$ cat src/sv/mips_raw_hazard_nop_inserter_macros.svh
// ----------------------------------------------------------------------------
// MIPS RAW hazard NOP inserter assertion macros
// Shared immediate and next-cycle property checks with an active-low reset.
// ----------------------------------------------------------------------------
`ifndef MIPS_RAW_HAZARD_NOP_INSERTER_MACROS_SVH
`define MIPS_RAW_HAZARD_NOP_INSERTER_MACROS_SVH

// The consequent holds in the same cycle as the antecedent.
`define HZD_ASSERT_NOW(label, clk, rstn, ante, cons, msg) \
    label: assert property (@(posedge clk) disable iff (!rstn) (ante) |-> (cons)) \
        else $error(msg);

// The consequent holds in the cycle after the antecedent.
`define HZD_ASSERT_NEXT(label, clk, rstn, ante, cons, msg) \
    label: assert property (@(posedge clk) disable iff (!rstn) (ante) |=> (cons)) \
        else $error(msg);

`endif

$ cat src/sv/hzd_pkg.sv
// ----------------------------------------------------------------------------
// Hazard NOP inserter package
// Shared opcodes, the job type passed from front to back, and hazard decode.
// ----------------------------------------------------------------------------
package hzd_pkg;

    localparam logic [5:0]  OP_SPECIAL = 6'b000000;
    localparam logic [5:0]  OP_J       = 6'b000010;
    localparam logic [5:0]  OP_JAL     = 6'b000011;
    localparam logic [31:0] NOP_WORD   = 32'h0000_0000;

    localparam int QUEUE_DEPTH_DEF = 4;

    typedef struct packed {
        logic [31:0] word;
        logic [1:0]  nops;
        logic        last;
    } job_t;

    function automatic logic is_jump(input logic [31:0] w);
        return (w[31:26] == OP_J) || (w[31:26] == OP_JAL);
    endfunction

    function automatic logic [4:0] dest_reg(input logic [31:0] w);
        return (w[31:26] == OP_SPECIAL) ? w[15:11] : w[20:16];
    endfunction

    function automatic logic reads_reg(input logic [31:0] f, input logic [4:0] rd);
        logic hit;
        if (is_jump(f))
            hit = 1'b0;
        else if (f[31:26] == OP_SPECIAL)
            hit = (f[25:21] == rd) || (f[20:16] == rd);
        else
            hit = (f[25:21] == rd);
        return hit;
    endfunction

    function automatic logic [1:0] nop_count(input logic [31:0] w,
                                             input logic [31:0] f1,
                                             input logic [31:0] f2);
        logic [4:0] rd;
        logic [1:0] n;
        rd = dest_reg(w);
        if (is_jump(w))
            n = 2'd0;
        else if (reads_reg(f1, rd))
            n = 2'd2;
        else if (reads_reg(f2, rd))
            n = 2'd1;
        else
            n = 2'd0;
        return n;
    endfunction

endpackage

$ cat src/sv/hzd_front.sv
// ----------------------------------------------------------------------------
// Hazard NOP inserter front end: holds the lookahead window and accepts words.
// Issues one classified job a cycle while the job queue has room to take it.
// ----------------------------------------------------------------------------
module hzd_front
    import hzd_pkg::*;
(
    input  logic        clk,
    input  logic        rst_n,
    input  logic        in_valid,
    output logic        in_ready,
    input  logic [31:0] in_word,
    input  logic        in_end,
    output logic        job_valid,
    input  logic        job_ready,
    output job_t        job
);

    logic [31:0] p_reg [0:2];
    logic [31:0] p_next [0:2];
    logic [1:0]  fill_reg, fill_next;
    logic [1:0]  k_reg, k_next;
    logic        end_reg, end_next;
    logic        busy_reg, busy_next;

    logic [31:0] cur_w, f1_w, f2_w;
    logic        last_job, issue, done, accept;
    logic [31:0] win0, win1;
    logic [1:0]  wfill;

    always_comb
    begin
        cur_w = NOP_WORD;
        f1_w  = NOP_WORD;
        f2_w  = NOP_WORD;
        unique case (k_reg)
            2'd0:
            begin
                cur_w = p_reg[0];
                f1_w  = (fill_reg > 2'd1) ? p_reg[1] : NOP_WORD;
                f2_w  = (fill_reg > 2'd2) ? p_reg[2] : NOP_WORD;
            end
            2'd1:
            begin
                cur_w = p_reg[1];
                f1_w  = (fill_reg > 2'd2) ? p_reg[2] : NOP_WORD;
            end
            2'd2:
            begin
                cur_w = p_reg[2];
            end
            default:
            begin
                cur_w = NOP_WORD;
            end
        endcase
    end

    assign last_job  = end_reg ? (k_reg == 2'(fill_reg - 2'd1)) : 1'b1;
    assign job.word  = cur_w;
    assign job.nops  = nop_count(cur_w, f1_w, f2_w);
    assign job.last  = last_job;
    assign job_valid = busy_reg;
    assign issue     = busy_reg && job_ready;
    assign done      = issue && last_job;
    assign in_ready  = !busy_reg || done;
    assign accept    = in_valid && in_ready;

    always_comb
    begin
        if (busy_reg)
        begin
            win0  = p_reg[1];
            win1  = p_reg[2];
            wfill = end_reg ? 2'd0 : 2'd2;
        end
        else
        begin
            win0  = p_reg[0];
            win1  = p_reg[1];
            wfill = fill_reg;
        end
    end

    always_comb
    begin
        p_next[0] = p_reg[0];
        p_next[1] = p_reg[1];
        p_next[2] = p_reg[2];
        fill_next = fill_reg;
        k_next    = k_reg;
        end_next  = end_reg;
        busy_next = busy_reg;
        if (issue && !done)
            k_next = 2'(k_reg + 2'd1);
        if (done)
        begin
            p_next[0] = win0;
            p_next[1] = win1;
            fill_next = wfill;
            busy_next = 1'b0;
        end
        if (accept)
        begin
            p_next[0] = win0;
            p_next[1] = win1;
            unique case (wfill)
                2'd0:    p_next[0] = in_word;
                2'd1:    p_next[1] = in_word;
                default: p_next[2] = in_word;
            endcase
            fill_next = 2'(wfill + 2'd1);
            end_next  = in_end;
            k_next    = 2'd0;
            busy_next = (wfill == 2'd2) || in_end;
        end
    end

    always_ff @(posedge clk or negedge rst_n)
    begin
        if (!rst_n)
        begin
            fill_reg <= 2'd0;
            k_reg    <= 2'd0;
            end_reg  <= 1'b0;
            busy_reg <= 1'b0;
        end
        else
        begin
            fill_reg <= fill_next;
            k_reg    <= k_next;
            end_reg  <= end_next;
            busy_reg <= busy_next;
        end
    end

    always_ff @(posedge clk)
    begin
        p_reg[0] <= p_next[0];
        p_reg[1] <= p_next[1];
        p_reg[2] <= p_next[2];
    end

endmodule

$ cat src/sv/hzd_fifo.sv
// ----------------------------------------------------------------------------
// Hazard NOP inserter job queue
// Small first-in first-out buffer of classified jobs between front and back.
// ----------------------------------------------------------------------------
module hzd_fifo
    import hzd_pkg::*;
#(
    parameter int DEPTH = QUEUE_DEPTH_DEF
)
(
    input  logic clk,
    input  logic rst_n,
    input  logic push,
    output logic ready,
    input  job_t wr_data,
    output logic valid,
    input  logic pop,
    output job_t rd_data
);

    localparam int PTR_W = (DEPTH > 1) ? $clog2(DEPTH) : 1;
    localparam int CNT_W = $clog2(DEPTH + 1);

    job_t             mem [DEPTH];
    logic [PTR_W-1:0] wr_ptr_reg, wr_ptr_next;
    logic [PTR_W-1:0] rd_ptr_reg, rd_ptr_next;
    logic [CNT_W-1:0] count_reg, count_next;
    logic             do_push, do_pop;

    assign ready   = (count_reg != CNT_W'(DEPTH));
    assign valid   = (count_reg != '0);
    assign do_push = push && ready;
    assign do_pop  = pop && valid;
    assign rd_data = mem[rd_ptr_reg];

    always_comb
    begin
        wr_ptr_next = wr_ptr_reg;
        rd_ptr_next = rd_ptr_reg;
        count_next  = count_reg;
        if (do_push)
            wr_ptr_next = (wr_ptr_reg == PTR_W'(DEPTH - 1)) ? '0 : PTR_W'(wr_ptr_reg + 1'b1);
        if (do_pop)
            rd_ptr_next = (rd_ptr_reg == PTR_W'(DEPTH - 1)) ? '0 : PTR_W'(rd_ptr_reg + 1'b1);
        if (do_push && !do_pop)
            count_next = CNT_W'(count_reg + 1'b1);
        else if (do_pop && !do_push)
            count_next = CNT_W'(count_reg - 1'b1);
    end

    always_ff @(posedge clk or negedge rst_n)
    begin
        if (!rst_n)
        begin
            wr_ptr_reg <= '0;
            rd_ptr_reg <= '0;
            count_reg  <= '0;
        end
        else
        begin
            wr_ptr_reg <= wr_ptr_next;
            rd_ptr_reg <= rd_ptr_next;
            count_reg  <= count_next;
        end
    end

    always_ff @(posedge clk)
    begin
        if (do_push)
            mem[wr_ptr_reg] <= wr_data;
    end

endmodule

$ cat src/sv/hzd_back.sv
// ----------------------------------------------------------------------------
// Hazard NOP inserter back end
// Expands each job into its word and trailing NOPs through an output register.
// ----------------------------------------------------------------------------
module hzd_back
    import hzd_pkg::*;
(
    input  logic        clk,
    input  logic        rst_n,
    input  logic        q_valid,
    output logic        q_pop,
    input  job_t        q_data,
    output logic        out_valid,
    input  logic        out_ready,
    output logic [31:0] out_word,
    output logic        out_nop,
    output logic        out_last
);

    job_t        job_reg, job_next;
    logic        job_valid_reg, job_valid_next;
    logic [1:0]  phase_reg, phase_next;
    logic        out_valid_reg, out_valid_next;
    logic [31:0] out_word_reg, out_word_next;
    logic        out_nop_reg, out_nop_next;
    logic        out_last_reg, out_last_next;

    logic        load_out, emit, final_elem;

    assign load_out   = !out_valid_reg || out_ready;
    assign emit       = load_out && job_valid_reg;
    assign final_elem = (phase_reg == job_reg.nops);
    assign q_pop      = q_valid && (!job_valid_reg || (emit && final_elem));

    always_comb
    begin
        job_next       = job_reg;
        job_valid_next = job_valid_reg;
        phase_next     = phase_reg;
        out_valid_next = out_valid_reg;
        out_word_next  = out_word_reg;
        out_nop_next   = out_nop_reg;
        out_last_next  = out_last_reg;

        if (out_ready)
            out_valid_next = 1'b0;
        if (emit)
        begin
            out_valid_next = 1'b1;
            out_word_next  = (phase_reg == 2'd0) ? job_reg.word : NOP_WORD;
            out_nop_next   = (phase_reg != 2'd0);
            out_last_next  = final_elem && job_reg.last;
            phase_next     = 2'(phase_reg + 2'd1);
            if (final_elem)
                job_valid_next = 1'b0;
        end
        if (q_pop)
        begin
            job_next       = q_data;
            job_valid_next = 1'b1;
            phase_next     = 2'd0;
        end
    end

    always_ff @(posedge clk or negedge rst_n)
    begin
        if (!rst_n)
        begin
            job_valid_reg <= 1'b0;
            phase_reg     <= 2'd0;
            out_valid_reg <= 1'b0;
        end
        else
        begin
            job_valid_reg <= job_valid_next;
            phase_reg     <= phase_next;
            out_valid_reg <= out_valid_next;
        end
    end

    always_ff @(posedge clk)
    begin
        job_reg      <= job_next;
        out_word_reg <= out_word_next;
        out_nop_reg  <= out_nop_next;
        out_last_reg <= out_last_next;
    end

    assign out_valid = out_valid_reg;
    assign out_word  = out_word_reg;
    assign out_nop   = out_nop_reg;
    assign out_last  = out_last_reg;

endmodule

$ cat src/sv/mips_raw_hazard_nop_inserter.sv
// ----------------------------------------------------------------------------
// MIPS RAW hazard NOP inserter
// Re-emits instruction words with zero NOPs after read-after-write hazards.
// ----------------------------------------------------------------------------
// After the input word that completes a run is accepted, its first word passes through
// the front window registers, the job queue, the back-end job register and the output
// register. Output runs at one result word per cycle while m_tready is high and the
// queue holds jobs; an input word yields one to three output words, itself plus NOPs.
// Reset clears the lookahead window, the job queue and the output register.
// ----------------------------------------------------------------------------
`include "mips_raw_hazard_nop_inserter_macros.svh"

module mips_raw_hazard_nop_inserter
    import hzd_pkg::*;
#(
    parameter int QUEUE_DEPTH = QUEUE_DEPTH_DEF
)
(
    input  logic        clk,
    input  logic        rst_n,
    input  logic        s_tvalid,
    output logic        s_tready,
    input  logic [31:0] s_tdata,   // instr_word[31:0]
    input  logic        s_tlast,
    output logic        m_tvalid,
    input  logic        m_tready,
    output logic [31:0] m_tdata,   // out_word[31:0]
    output logic        m_tuser,   // is_inserted_nop
    output logic        m_tlast
);

    job_t front_job, q_job;
    logic q_push, q_ready, q_valid, q_pop;

    hzd_front u_front
    (
        .clk       (clk),
        .rst_n     (rst_n),
        .in_valid  (s_tvalid),
        .in_ready  (s_tready),
        .in_word   (s_tdata),
        .in_end    (s_tlast),
        .job_valid (q_push),
        .job_ready (q_ready),
        .job       (front_job)
    );

    hzd_fifo #(.DEPTH(QUEUE_DEPTH)) u_fifo
    (
        .clk     (clk),
        .rst_n   (rst_n),
        .push    (q_push),
        .ready   (q_ready),
        .wr_data (front_job),
        .valid   (q_valid),
        .pop     (q_pop),
        .rd_data (q_job)
    );

    hzd_back u_back
    (
        .clk       (clk),
        .rst_n     (rst_n),
        .q_valid   (q_valid),
        .q_pop     (q_pop),
        .q_data    (q_job),
        .out_valid (m_tvalid),
        .out_ready (m_tready),
        .out_word  (m_tdata),
        .out_nop   (m_tuser),
        .out_last  (m_tlast)
    );

    `HZD_ASSERT_NOW(a_nop_is_zero, clk, rst_n, m_tvalid && m_tuser,
        m_tdata == NOP_WORD, "Inserted NOP is not zero.")
    `HZD_ASSERT_NOW(a_pop_has_job, clk, rst_n, q_pop, q_valid,
        "Job queue popped while empty.")
    `HZD_ASSERT_NOW(a_take_when_idle, clk, rst_n, !q_push, s_tready,
        "Front stalled with no job pending.")
    `HZD_ASSERT_NEXT(a_job_held, clk, rst_n, q_push && !q_ready, q_push,
        "Front dropped a job while the queue was full.")

endmodule
$ cat config.mk
export PLATFORM = sky130hd
export DESIGN_NAME = mips_raw_hazard_nop_inserter
export DESIGN_NICKNAME = d
export VERILOG_FILES = /design/src/sv/hzd_pkg.sv /design/src/sv/hzd_front.sv /design/src/sv/hzd_fifo.sv /design/src/sv/hzd_back.sv /design/src/sv/mips_raw_hazard_nop_inserter.sv
export VERILOG_INCLUDE_DIRS = /design/src /design/src/sv
export SDC_FILE = /design/constraint.sdc
export NUM_CORES = 1
export LEC_CHECK = 0
export BUFFER_PORTS_ARGS = -buffer_cell sky130_fd_sc_hd__buf_2
export CORE_MARGIN = 10
export CORE_UTILIZATION = 52
export CTS_BUF_LIST = sky130_fd_sc_hd__clkbuf_8
export DETAILED_ROUTE_END_ITERATION = 8
export GPL_TIMING_DRIVEN = 0
export MAX_ROUTING_LAYER = met4
export PLACE_DENSITY = 0.68
export SYNTH_ARGS = -nofsm -noshare
export SYNTH_HDL_FRONTEND = slang
export SYNTH_SLANG_ARGS = --single-unit
$ cat constraint.sdc
create_clock -name clk -period 4.05 [get_ports clk]
set_input_delay 0.405 -clock clk [delete_from_list [all_inputs] [get_ports clk]]
set_output_delay 0.405 -clock clk [all_outputs]
set_load 0.01 [all_outputs]
==> impl_results.md, run 1 <==
* Synth cell count leaders: 305 x edfxtp_1, 109 x nor2_1, 72 x a21oi_1
* Placed insts at about 1300
* Layout cells sized above 1 at 18.7%
* Worst Path Buf+Inv at 3
* Synthesized Nets at 955
* Post-DRT Antenna Nets at 0
* Tightest Pin Transition at roughly 970 ps
* Mapped cell area at 13900 sq um
* Asr flop ratio synth at ~5.3%
* Delay-heaviest family, CP: compound AO/OA/AOI/OAI gates
* Top-count cell post-synth: edfxtp_1
* Leakage power at 0.00586 uW
* Fin util at 60.2%
* Warnings from Yosys at 0
* Die Width at 183 microns
* #FFs+latches synth at 322
* Startpoint types: flip-flop
* Number of diodes at 0
* Placed cell areas at 14800 sq um
* Number of DRC markers in iteration 0 at around 750
* H-tree levels at 2
* Clk_skew at 21.8 ps
* Library cells used by synthesis at just under 60
* Final Setup Violations at 0
* First-pass GRT wire length at 46400 microns
* DIE HEIGHT at 183 microns
* Die area at 33600 sq um
* CP Max Fanout at 10
* CP Capture Type: flip-flop
* Critical Path AT at 4140 ps
* Max Cap Viol at 0
* CTS Root Buffer Type: clkbuf_8
* Fillcell total at slightly above 2000
* Vias in the first global route at 8354
* I/O pin count at 73
* CTS tree: done
* Port buffer count at between 70 and 80
* Crit path from: u_front.k_reg[0]$_DFFE_PN0P_
* Wire per inst at 20.6 microns
* Pins Over Slew Limit at 0
* Cell area after layout at 15700 sq um
* Layout overhead on the synthesized area at 13.4%
* Largest stage delay, worst path at 530 ps
* Final hold violations at 0
* GRT overflow at 0
* CTS sink cnt at 322
* Cell accounting for the most synthesized area: edfxtp_1
* Routability-driven placement congestion ratio at 0.883
* All-Layer GR Usage at 17.9%
* Initial Utilization at a little over half
* Fin crit share at 93.1%
* Fmax achieved at roughly 0.27 GHz
* Final HPWL DP at 19200 microns
* Hold Path Class: primary input to flip-flop
* VDD IR max at 489 uV
* Row cnt at around 60
* First-pass DRT Iterations at 8
* Worst-path clk slew at 60 ps
* Slew headroom at 35.2%
* PwrDens at 907 nW/um^2
* Slowest CP cell: a222oi_1
* CTS Buffer Depth at 3
* Post-synthesis instance total at 901
* Max FFs per register at 140
* Initial antenna violation count at 0
* Seq/Total Area, Yosys at 69.1%
* Yosys top cell area share at 66.1%
* # Post-CTS Setup Buffers at 0
* Largest net degree at the start of global routing at 65
* Core Area at around 26000 sq um
* Status: finished clean
* Unrepaired setup endpoints after global routing: no
* Worst R2R Start: u_front.k_reg[0]$_DFFE_PN0P_
* Largest cells by area after synthesis: edfxtp_1 66%, mux4_2 5.7%, mux2i_1 4.9%
* Vias at 8094
* Reg2reg setup slack at 280 ps
* Req. time, crit path at 4420 ps
* Via density per instance at around 5.8
* Worst-path cell chain: inv_1, ha_1, buf_2, a222oi_1, and2_1, buf_4, nand2_8, mux2i_2, mux2_1, o31ai_1, a32oi_1, nor3_2
* Final net count at 1089
* Critical path class: flip-flop to flip-flop
* WL final at 28900 microns
* Post-layout min period at 3770 ps
* Average size of a mapped cell at 15.4 sq um
* Worst Min Path Start: s_tdata[6]
* Number of synthesized flops with an enable pin at ~310
* DRC Markers at 0
* Worst-Skew Late Latency at 580 ps
* Total power at 14300 uW
* Cts bufs inserted at 52
* Non-Filler Instances at 1403
* Prevailing post-synth register cell: edfxtp_1
cell usage in the layout (no fill, tap or decap), types with 16 or more instances in the layout:
master	synthesis	final
a21oi_1	72	72
clkbuf_8	0	54
nor2_1	109	108
ha_1	16	16
edfxtp_1	305	305
nand2_1	33	32
mux4_2	35	35
mux2i_1	68	68
buf_2	2	74
inv_1	18	33
clkbuf_1	38	38
and2_1	42	38
dfrtp_1	17	17
a222oi_1	31	31
what timing repair did:
item,in CTS,in global routing
endpoints found under the hold margin,17,0
hold buffers,1,0
resized for setup,0,1
setup endpoints to repair,0,6
cells by family (layout without fill, tap and decap cells):
logic type	Yosys count	in the layout	synth area share [%]
muxes	111	111	11.4
xor gates and xnor gates	21	21	1.33
and+or+nand+nor	211	211	7.13
DFF	322	322	69.1
AOI/OAI and AO/OA	150	150	7.44
buffers and inverters	69	236	2.02
adders and majority gates	17	17	1.59
routing by layer:
metal  routed length, microns  track usage, %  vias to the layer above
met2                    13500            27.2                      310
met1                    12900            24.0                     3964
met5                        0               -                        -
met4                      609            5.74                        0
li1                         -               -                     3766
met3                     1930            3.60                       54
final timing paths:
| path | end | cells after the start |
|---|---|---|
| max | u_fifo.mem[1][1]$_DFFE_PP_ | 12 |
| min in group asynchronous | u_fifo.rd_ptr_reg[0]$_DFFE_PN0P_ | 2 |
| min reg2reg | u_back.out_valid$_DFFE_PN0P_ | 1 |
| min | u_front.p_reg[0][70]$_DFFE_PP_ | 1 |
| max reg2reg | u_fifo.mem[1][1]$_DFFE_PP_ | 12 |
| max in group asynchronous | u_front.k_reg[0]$_DFFE_PN0P_ | 2 |
cell type report:
class                      count  area, sq um  share of cell area, %
clock inverter                33          151                  0.963
buffer                        51          213                   1.35
multi-input combinational    510         4020                   25.6
tap                          335          419                   2.67
inverter                      18         67.6                  0.430
timing repair buffer          80          526                   3.34
clock buffer                  54          743                   4.73
sequential                   322         9580                   60.9
per-stage QoR:
stage / hold WS [ps] / TNS, ps / setup slack, ps
after floorplan: 109 / 0 / 566
after global placement: 353 / -59230 / -829
after detailed placement: 361 / 0 / 275
after CTS: 7.70 / 0 / 265
after global routing: 15.8 / 0 / 39.3
final: 42.7 / 0 / 279
report_power, final:
| part | internal, uW | switching (uW) |
|---|---|---|
| registers | 5950 | 558 |
| clock network | 1230 | 1230 |
| logic | 2080 | 3220 |
| total | 9260 | 5010 |
worst reg2reg max path: cells and delay by family (launching register included):
family          cells  cell delay [ps]
compound gates      3             1010
mux                 2              770
simple gates        3              540
buf+inv             3              530
flops               1              430
fa+ha+maj           1              290
Power figures use the tool's default switching activity.
==> run 2: changes to the inputs <==
- CORE_UTILIZATION: 52 -> 41
- PLACE_DENSITY: 0.68 -> 0.56
==> run 2 against run 1 <==
Against the previous run: sequential cell count is the same; routed wire length grew 6.4%; count of clock-buffer cells in the layout grew 3; critical path depth shrank 1; worst hold slack lost 3.8 ps; global-route usage shrank 2.8 points; largest cell class unchanged.
==> impl_results.md, run 2 (synthesis gave the netlist of run 1 again) <==
* Most common cell after layout, fill and taps aside: edfxtp_1
* Cts bufs inserted at 53
* Status: finished clean
* CTS Buffer Depth at 3
* Initial Utilization at 41.5%
* Tightest Pin Transition at about 940 ps
* Routability-driven placement congestion ratio at 0.889
* Port buffer count at just over 70
* Fmax achieved at 0.252 GHz
* Net Sw Frac at 34.8%
* Slew headroom at between 30 and 40%
* Non-Filler Instances at 1542
* Most frequent cells in the layout: 305 x edfxtp_1, 108 x nor2_1, 74 x buf_2
* Fin crit share at 98.0%
* Post-layout min period at approximately 4000 ps
* Unrepaired setup endpoints after global routing: no
* First-pass GRT wire length at 47800 microns
* Via density per instance at between 5 and 6
* CP Capture Type: flip-flop
* WL final at 30800 microns
* Hold Path Class: primary input to flip-flop
* Final Setup Violations at 0
* First-pass DRT Iterations at 8
* VDD IR max at 461 uV
* WHS at 38.9 ps
* Final HPWL DP at 21000 microns
* Clk_skew at 29.8 ps
* Worst-path clk slew at 60 ps
* Critical path class: flip-flop to flip-flop
* Layout overhead on the synthesized area at 16.6%
* CTS sink cnt at ~320
* Final net count at 1103
* Clock network power share at 18.9%
* Critical Path AT at 4300 ps
* Vias at roughly 8100
* All-Layer GR Usage at between 10% and 20%
* Startpoint types: flip-flop
* Flop pwr share at 44.5%
* Placed insts at around 1400
* DIE HEIGHT at about 200 microns
* GRT overflow at 0
* Initial antenna violation count at 0
* Layout cells sized above 1 at 19.6%
* Max FFs per register at between 100 and 150
* Final setup margin at roughly 80 ps
* Vias in the first global route at around 8100
* Number of diodes at 0
* Wire per inst at approximately 20 microns
* Net switching power at 5090 uW
* Worst-Skew Late Latency at 580 ps
* Largest net degree at the start of global routing at 65
* I/O pin count at 73
* Final hold violations at 0
* Row cnt at 67
* CTS tree: done
* Die Width at 204 microns
* Leakage power at 0.00602 uW
* Cell-internal power at 9540 uW
* CP Max Fanout at 10
* CTS Root Buffer Type: clkbuf_8
* DRC Markers at 0
* PwrDens at 905 nW/um^2
* Die area at 41600 sq um
* Worst-path cell chain: inv_1, ha_1, buf_6, clkbuf_1, a222oi_1, nor2_1, mux2i_2, mux2_1, o31ai_1, a32oi_1, nor3_2
* Max Cap Viol at 0
* Worst Path Buf+Inv at 3
* Delay-heaviest family, CP: compound AO/OA/AOI/OAI gates
* Slowest CP cell: a222oi_1
* Largest stage delay, worst path at 740 ps
* H-tree levels at 2
* Core Area at roughly 33000 sq um
* Req. time, crit path at 4380 ps
* Post-DRT Antenna Nets at 0
* Number of DRC markers in iteration 0 at between 500 and 600
* Pins Over Slew Limit at 0
* Post-Place Worst Slack at 95.4 ps
* Comb pwr share at 36.6%
## run 2: cell types whose count changed in the layout (fill, tap and decap cells not counted), moves of 2 or more
cell / delta
clkinv_1: +3
clkinvlp_4: -2
buf_12: -4
clkinv_2: +7
inv_1: -2
clkbuf_2: +2
clkbuf_1: -2
bufinv_16: +3
dlygate4sd3_1: +13
clkbuf_8: +3
buf_16: +3
## run 2: power by group through the flow
stage | logic [uW] | registers (uW) | clock network (uW)
global placement | 5130 | 6600 | 0
floorplan | 3640 | 6490 | 0
finish | 5350 | 6510 | 2770
global route | 5910 | 6680 | 3010
CTS | 5400 | 6520 | 2850
detailed placement | 5380 | 6580 | 0
## run 2: final cells by class
type                            instances  area, sq um
Clock buffer                           57          785
Clock inverter                         43          267
Sequential cell                       322         9580
Timing Repair Buffer                   93          666
Inverter                               18         67.6
Tap cell                              448          561
Fill cell                            2982        17300
Multi-Input combinational cell        510         4020
Buffer                                 51          215
## run 2: worst register-to-register path: cells and delay by family, from the launching register on
| kind | cells | cell delay (ps) |
|---|---|---|
| flops | 1 | 420 |
| fa+ha+maj | 1 | 220 |
| compound gates | 3 | 1160 |
| mux | 2 | 820 |
| buf+inv | 3 | 520 |
| simple gates | 2 | 590 |
## run 2: timing repair
action                                  4_1_cts  5_1_grt
hold endpoints to repair                     30        0
setup buffers                                 0        1
endpoints found under the setup margin        0       70
hold buffers                                 14        0
gates resized for setup                       0        5
## run 2: final timing paths
kind	slack [ps]	from	to	depth (start not counted)
max	80	u_front.k_reg[0]$_DFFE_PN0P_	u_fifo.mem[0][1]$_DFFE_PP_	11
min	40	s_tdata[6]	u_front.p_reg[0][70]$_DFFE_PP_	1
max reg2reg	80	u_front.k_reg[0]$_DFFE_PN0P_	u_fifo.mem[0][1]$_DFFE_PP_	11
min reg2reg	490	u_back.job_valid_reg$_DFFE_PN0P_	u_back.out_valid$_DFFE_PN0P_	1
max in group asynchronous	3420	rst_n	u_back.phase_reg[0]$_DFFE_PN0P_	2
min in group asynchronous	300	rst_n	u_front.job_valid$_DFFE_PN0P_	2
## run 2: per-stage QoR
stage	total power, uW	utilization (%)	setup TNS, ps	cell area, sq um
2_1_floorplan	10100	-	0	13900
3_3_place_gp	11700	44.2	-78750	14800
3_5_place_dp	12000	44.7	0	14900
4_1_cts	14800	48.2	0	16100
5_1_grt	15600	48.3	0	16200
6_report	14600	48.3	0	16200
## run 2: routing by layer
| layer | wire (microns) | global-route usage, % |
|---|---|---|
| met1 | 13900 | 20.3 |
| met2 | 14500 | 23.1 |
| met3 | 1630 | 2.58 |
| met4 | 739 | 4.93 |
| met5 | 0 | - |
==> run 3: changes to the inputs <==
==> constraint.sdc (replaced) <==
create_clock -name clk -period 4.05 [get_ports clk]
set_input_delay 0.2025 -clock clk [delete_from_list [all_inputs] [get_ports clk]]
set_output_delay 0.2025 -clock clk [all_outputs]
set_load 0.01 [all_outputs]
==> run 3 against run 2 <==
Against the previous run: register-to-register slack about the same; clock skew increased by 4.4 ps; critical path type unchanged; critical endpoint unchanged; power hardly changed; cell area up 1.4%; via count grew 0.98%; critical path depth unchanged; sequential share of layout area fell by 0.80 points; worst hold slack better by 66 ps; fmax rose by 0.18%.
==> impl_results.md, run 3 (synthesis gave the netlist of run 1 again) <==
* Largest stage delay, worst path at ~710 ps
* RR Endpoint: u_fifo.mem[0][1]$_DFFE_PP_
* Fmax achieved at approximately 0.25 GHz
* CP Capture Type: flip-flop
* Vias in the first global route at 8231
* Req. time, crit path at 4380 ps
* Cell area after layout at about 16000 sq um
* Most frequent cells in the layout: 305 x edfxtp_1, 108 x nor2_1, 74 x buf_2
* Fin crit share at a little over nine tenths
* Post-layout min period at about 4000 ps
* Initial antenna violation count at 0
* Unrepaired setup endpoints after global routing: no
* Setup TNS at 0 ps
* Die Width at 204 microns
* Port buffer count at between 70 and 80
* Total power at approximately 15000 uW
* Layout cells sized above 1 at between 10% and 20%
* Final hold violations at 0
* Initial Utilization at 41.5%
* Reg2reg setup slack at around 90 ps
* H-tree levels at 2
* Clk_skew at 34.2 ps
* DRC Markers at 0
* Via density per instance at 5.20
* Routability-driven placement congestion ratio at 0.889
* Core Area at 33400 sq um
* Final net count at 1125
* DIE HEIGHT at roughly 200 microns
* CP Max Fanout at 10
* PwrDens at slightly below 900 nW/um^2
* WL final at 30900 microns
* Post-DRT Antenna Nets at 0
* Status: finished clean
* Max layer used: met4
* Number of diodes at 0
* Critical Path AT at around 4300 ps
* Most common cell after layout, fill and taps aside: edfxtp_1
* Number of DRC markers in iteration 0 at roughly 600
* Worst Path Buf+Inv at 3
* Max FFs per register at 140
* Delay-heaviest family, CP: compound AO/OA/AOI/OAI gates
* Tightest Pin Transition at 927 ps
* Largest net degree at the start of global routing at 65
* Worst R2R Start: u_front.k_reg[0]$_DFFE_PN0P_
* Pins Over Slew Limit at 0
* Max Cap Viol at 0
* VDD IR max at 461 uV
* Slew headroom at between 30% and 40%
* Worst-path cell chain: inv_1, ha_1, buf_6, clkbuf_1, a222oi_1, nor2_1, mux2i_2, mux2_1, o31ai_1, a32oi_1, nor3_2
* Met2 routed WL at 14600 microns
* Vias at 8129
* CTS tree: done
* Reg2Reg Depth at 11
* Slowest CP cell: a222oi_1
* Final Setup Violations at 0
* Critical path class: flip-flop to flip-flop
* Worst-path clk slew at ~60 ps
* WL met1 at around 14000 microns
* Row cnt at 67
* Startpoint types: flip-flop
* Cts bufs inserted at between 50 and 60
* Layout overhead on the synthesized area at 18.2%
* Fin util at 49.0%
* Leakage power at 0.00611 uW
* GRT overflow at 0
* CTS Buffer Depth at 3
* Final HPWL DP at around 21000 microns
* WL met3 at approximately 1800 microns
* Die area at slightly above 40000 sq um
* Placed cell areas at 14900 sq um
* CTS Root Buffer Type: clkbuf_8
* I/O pin count at 73
* All-Layer GR Usage at 15.2%
* First-pass GRT wire length at 48100 microns
* First-pass DRT Iterations at 9
* WHS at about 100 ps
* CTS sink cnt at approximately 320
* Worst-Skew Late Latency at 580 ps
* Wire per inst at 19.7 microns
* Hold Path Class: primary input to asynchronous set/reset pin
run 3: area by class of cell:
| cell class | count | area [sq um] |
|---|---|---|
| sequential | 322 | 9580 |
| clock inverter | 43 | 267 |
| fill | 2954 | 17100 |
| clock buffer | 57 | 785 |
| multi-input combinational | 510 | 4020 |
| inverter | 18 | 67.6 |
| tap | 448 | 561 |
| timing repair buffer | 115 | 886 |
| buffer | 51 | 215 |
run 3: where the power goes:
part	internal [uW]	switching [uW]	leakage [uW]
combinational	2100	3270	0.00241
sequential	5950	561	0.00309
clock	1500	1270	0.000605
total	9560	5090	0.00611
run 3: repair_timing:
action | 4_1_cts | 5_1_grt
buffers inserted | 0 | 1
gates resized for setup | 0 | 5
endpoints found under the hold margin | 116 | 0
endpoints found under the setup margin | 0 | 70
hold buffers | 36 | 0
run 3: worst max-delay path by stage:
stage / start / endpoint / slack (ps) / cells past startpoint
floorplan: u_front.fill_reg[0]$_DFFE_PN0P_ / u_front.p_reg[0][0]$_DFFE_PP_ / 570 / 7
global placement: u_front.fill_reg[0]$_DFFE_PN0P_ / u_front.p_reg[0][69]$_DFFE_PP_ / -1050 / 7
detailed placement: u_front.k_reg[0]$_DFFE_PN0P_ / u_fifo.mem[1][1]$_DFFE_PP_ / 100 / 11
CTS: u_front.k_reg[0]$_DFFE_PN0P_ / u_fifo.mem[0][1]$_DFFE_PP_ / 70 / 11
global route: u_front.k_reg[0]$_DFFE_PN0P_ / u_fifo.mem[0][1]$_DFFE_PP_ / 7 / 11
finish: u_front.k_reg[0]$_DFFE_PN0P_ / u_fifo.mem[0][1]$_DFFE_PP_ / 90 / 11
run 3: layer usage:
layer | vias to the layer above | track usage (%)
li1 | 3851 | -
met1 | 3973 | 20.3
met2 | 250 | 23.4
met3 | 55 | 2.62
met4 | 0 | 4.93
met5 | - | -
run 3: per-stage QoR:
step,cells,setup WS (ps)
floorplan,901,566
global placement,1421,-1050
detailed placement,1426,95.4
CTS,1562,66.6
global route,1564,6.96
finish,1564,88.9
